<file path="src/hw/rtl/bfs_pkg.sv">
`timescale 1ns / 1ps
`default_nettype none

package bfs_pkg;

   localparam int NODE_W     = 6;
   localparam int NODE_CNT_W = 7;
   localparam int DIST_W     = 7;

   localparam logic [DIST_W-1:0]     DIST_UNREACHED = 7'h7F;
   localparam logic [NODE_CNT_W-1:0] NODE_COUNT_RST = 7'd64;
   localparam logic [NODE_W-1:0]     SOURCE_NODE_RST = 6'd0;

   // register index as decoded from the word address
   localparam logic REG_NODE_COUNT  = 1'b0;
   localparam logic REG_SOURCE_NODE = 1'b1;

   typedef struct packed {
      logic [NODE_CNT_W-1:0] node_count;
      logic [NODE_W-1:0]     source_node;
   } cfg_type;

   typedef enum logic [2:0] {
      ST_LOAD,
      ST_INIT,
      ST_POP,
      ST_LOADU,
      ST_SCAN,
      ST_ORD,
      ST_OWAIT,
      ST_OSEND
   } state_type;

endpackage

`default_nettype wire

</file>
<file path="src/hw/rtl/bfs_csr.sv">
`timescale 1ns / 1ps
`default_nettype none

module bfs_csr
   import bfs_pkg::*;
(
   input  wire logic        clock,
   input  wire logic        reset,
   input  wire logic        csr_psel,
   input  wire logic        csr_penable,
   input  wire logic        csr_pwrite,
   input  wire logic [2:0]  csr_paddr,
   input  wire logic [31:0] csr_pwdata,
   output logic      [31:0] csr_prdata,
   output logic             csr_pready,
   output cfg_type          cfg
);

   cfg_type cfg_ff;
   cfg_type cfg_in;
   logic    wr_en;

   assign csr_pready = 1'b1;
   assign wr_en      = csr_psel && csr_penable && csr_pwrite;

   always_comb begin
      cfg_in = cfg_ff;
      if (wr_en) begin
         case (csr_paddr[2])
            REG_NODE_COUNT:  cfg_in.node_count  = csr_pwdata[NODE_CNT_W-1:0];
            REG_SOURCE_NODE: cfg_in.source_node = csr_pwdata[NODE_W-1:0];
            default:         cfg_in = cfg_ff;
         endcase
      end
   end

   always_ff @(posedge clock) begin
      if (reset) begin
         cfg_ff.node_count  <= NODE_COUNT_RST;
         cfg_ff.source_node <= SOURCE_NODE_RST;
      end else begin
         cfg_ff <= cfg_in;
      end
   end

   always_comb begin
      case (csr_paddr[2])
         REG_NODE_COUNT:  csr_prdata = 32'(cfg_ff.node_count);
         REG_SOURCE_NODE: csr_prdata = 32'(cfg_ff.source_node);
         default:         csr_prdata = '0;
      endcase
   end

   assign cfg = cfg_ff;

endmodule

`default_nettype wire

</file>
<file path="config.mk">
export PLATFORM = sky130hd
export DESIGN_NAME = bfs_csr
export DESIGN_NICKNAME = d
export VERILOG_FILES = /design/src/hw/rtl/bfs_pkg.sv /design/src/hw/rtl/bfs_csr.sv
export SDC_FILE = /design/constraint.sdc
export NUM_CORES = 1
export LEC_CHECK = 0
export ABC_AREA = 1
export CAP_MARGIN = 40
export CORE_MARGIN = 2
export CORE_UTILIZATION = 50
export DETAILED_ROUTE_END_ITERATION = 6
export DONT_BUFFER_PORTS = 1
export PLACE_DENSITY = 0.74
export REMOVE_ABC_BUFFERS = 1
export SYNTH_ARGS = -nofsm -noshare
export SYNTH_HDL_FRONTEND = slang
export SYNTH_SLANG_ARGS = --single-unit
</file>
<file path="constraint.sdc">
create_clock -name clock -period 0.99 [get_ports clock]
set_input_delay 0.0495 -clock clock [delete_from_list [all_inputs] [get_ports clock]]
set_output_delay 0.0495 -clock clock [all_outputs]
set_load 0.03 [all_outputs]
</file>
# Word-level counts from Yosys, hierarchy flattened
# Cells that the tools add are included.
[totals]
regBits = 13
inputBits = 40
wordCells = 8
out_inout_bits = 46
[op_classes]
n_reduce_logical = 4
muxes = 1
bitwise_logic = 1
[op_table]
columns = ["cell", "n"]
rows = [
  ["32-bit case mux with 2 select lines", 1],
  ["2-bit AND reduction", 2],
  ["1-bit logical AND", 2],
  ["1-bit inverter", 1],
]

# Logic depth before layout (Yosys ltp)
[depth]
depth_word = 3
ltp_mapped = 6
depth_no_buf = 5

# Least setup slack after synthesis
# OpenSTA, ideal clock, no wires.
[synth_timing]
path_kind = "reg2out"
start = "reg cfg_ff (netlist bit cfg[12])"
end = "out csr_prdata[6]"
n_path_buf = 0
arrival_ns = 0.975
path_slack_ns = -0.034
required_ns = 0.941
path_stages_with_launch = 3
cell_sequence = "dfxtp_1 -> inv_1 -> nor2_1"
[synth_via]
elab_chain_cells = 1
[synth_lines]
columns = ["element", "line_no", "source"]
rows = [
  ["start, declared", "bfs_csr.sv:19", "cfg_type cfg_ff;"],
  ["start signal, assigned", "bfs_csr.sv:42", "cfg_ff <= cfg_in;"],
  ["32-bit case mux with 2 select lines", "bfs_csr.sv:47", "case (csr_paddr[2])"],
  ["end, declared", "bfs_csr.sv:14", "output logic [31:0] csr_prdata,"],
]
# No other way between the ends. The select of a mux whose other input is x is not followed.

# Final worst setup path
# Same ends and word-level chain as after synthesis.

==> flow_summary.toml <==
[detailed_routing]
wl_mm = 1.79
drt_iter0_markers = 3
wl_per_cell_um = 10.4
drt-pass1-iter-count = 4
vias = 732
ant_nets = 0
drcViolationCount = 0
routed_via_density = 4.26

[synth]
yosys-top-cells-area = "dfxtp_1 (29%), buf_4 (22%), nand2_1 (13%)"
syn_area_sq_um = 911
yosys.area.top_type = "dfxtp_1"
synth_seq_cells = 13
netlist_instances = 131
syn_area_per_cell_sq_um = 6.95
yosysSeqAreaShare = 0.286
synth_warnings = 0
synth_top_area_frac = 0.286
ys_types = 13

[clock_tree]
clock-root-buffer = "clkbuf_4"
clock_latency_ns = 0.28
numCtsBuffers = 3
h-tree-depth = 1
cts_tree = "done"
postCtsSetupBuffers = 0
cts_max_path_buffers = 2
cts_sinks = 13
clk_pin_slew_ns = 0.08

[setup_path]
crit_start = "cfg[12]"
crit-reg2reg-launch = "cfg[12]"
crit_fanout = 3
end_kind = "primary output"
start_kind = "flop"
required_ns = 0.94
criticalPathCategory = "reg2out"
cp.arrival_ns = 0.92

[placement]
gp_congestion = 0.727
port-buffer-count = 0
place_hpwl_mm = 1.22
dp_cells = 163
dpl_cell_area_sq_um = 890

[sta]
grt_setup_unrepaired = "false"
finalClockSkew_ns = 0
hold_ws_ns = 0.0107
finalHoldViolCount = 0
max_clock_freq_ghz = 1.03
min_period_ns = 0.970
fin_crit_sh = 0.980
drv_slew = 0
finalSetupViolCount = 0

[global_routing]
gr-total-overflow = 0
grt_max_degree = 14
antenna_found_initial = 0
grt_pass1_vias = 608
grt_usage = 0.172
grt_first_pass_wirelength_mm = 2.51

[hold_path]
worstHoldStart = "csr_pwdata[2]"
hold_class = "in2reg"

[power]
total_power_uw = 1250
p_leak_uw = 0.000500
irDropWorstVdd_mv = 0.578
power_density_nw_per_um2 = 1270

[cells_and_area]
multi_input_area_sq_um = 468
regArea_sq_um = 262
n_fill_cell = 184
syn_to_final_growth_pct = 7.83
largest_reg_flops = 13
num_antenna_cells = 0
finalInstanceArea_sq_um = 982
nets = 188
drive_above_1_share = 0.245
fin_cells = 172

[die]
fp.dieArea_sq_um = 2180
die_w_um = 46.7
row_count = 15
die_y_um = 46.7
core_sq_um = 1730
initial_utilization = 0.528
io_pins = 86

[run]
drv_cap = 0

[outcome]
status = "complete, no violations"
final timing paths:
path                   end  slack [ns]  cells past startpoint
min                 cfg[8]        0.01                      4
min reg2reg         cfg[4]        0.50                      2
max reg2reg        cfg[12]        0.37                      2
max          csr_prdata[6]        0.02                      3
synthesized netlist by cell type:
library cell and number:
conb_1 2, nand3_1 9, nor2_4 3, inv_1 9
nand3_2 5, buf_4 27, nand2_1 32, nor2_2 3
o21ai_1 1, nor2_1 22, inv_4 1, dfxtp_1 13
buf_6 4
power breakdown:
part           switching [uW]  leakage (uW)  internal, uW  total [uW]
sequential               13.8      0.000105           541         555
clock                     185     0.0000150           157         341
combinational             280      0.000380          74.0         353
total                     478      0.000500           772        1250
area by class of cell:
cell class                 count  share of cell area
sequential                    13               0.266
clock buffer                   4              0.0268
timing repair buffer          19               0.158
multi-input combinational    101               0.476
inverter                      10              0.0408
tap                           25              0.0318
routing by layer:
layer | track usage | part of all wire | wire [um] | vias to the layer above
met4 | 0.100 | 0.018 | 33 | 0
met1 | 0.171 | 0.41 | 735 | 320
met5 | 0 | 0 | 0 | -
li1 | - | - | - | 374
met3 | 0.0471 | 0.069 | 124 | 3
met2 | 0.314 | 0.50 | 896 | 35
metrics by stage:
stage | utilization | TNS [ns] | setup slack, ns
after floorplan | - | -0.0344 | -0.0344
after global placement | 0.515 | 0 | 0.269
after detailed placement | 0.515 | 0 | 0.255
after CTS | 0.569 | 0 | 0.0162
after global routing | 0.569 | 0 | 0.00570
final | 0.569 | 0 | 0.0201
critical path, cell delays in order (launching register included):
cell and delay (ns):
dfxtp_2 0.34, inv_1 0.04, nor2_1 0.09, buf_4 0.17
kinds of logic (layout without fill, tap and decap cells):
family | count (synthesis) | in the layout | synth area share
compound gates | 1 | 1 | 0.00549
buf+inv | 41 | 33 | 0.316
flops | 13 | 13 | 0.286
other cells | 2 | 26 | 0.00824
simple gates | 74 | 74 | 0.385
cell usage in the layout (no fill, tap or decap):
master / Yosys / final
dfxtp_1: 13 / 12
buf_4: 27 / 14
nand3_2: 5 / 5
inv_4: 1 / 1
nand3_1: 9 / 9
nor2_4: 3 / 3
dlygate4sd3_1: 0 / 5
clkbuf_1: 0 / 1
nor2_1: 22 / 22
nand2_1: 32 / 26
inv_1: 9 / 9
conb_1: 2 / 26
clkbuf_4: 0 / 3
nor2_2: 3 / 3
dfxtp_2: 0 / 1
nand2_2: 0 / 6
o21ai_1: 1 / 1
timing repair:
action                                 in CTS  in global routing
gates cloned                                0                  0
setup endpoints to repair                   7                  2
gates resized for setup                     7                  0
hold buffers                                5                  0
pin swaps                                   0                  1
endpoints found under the hold margin      13                  0
No activity file was read; power rests on OpenSTA's default activity.
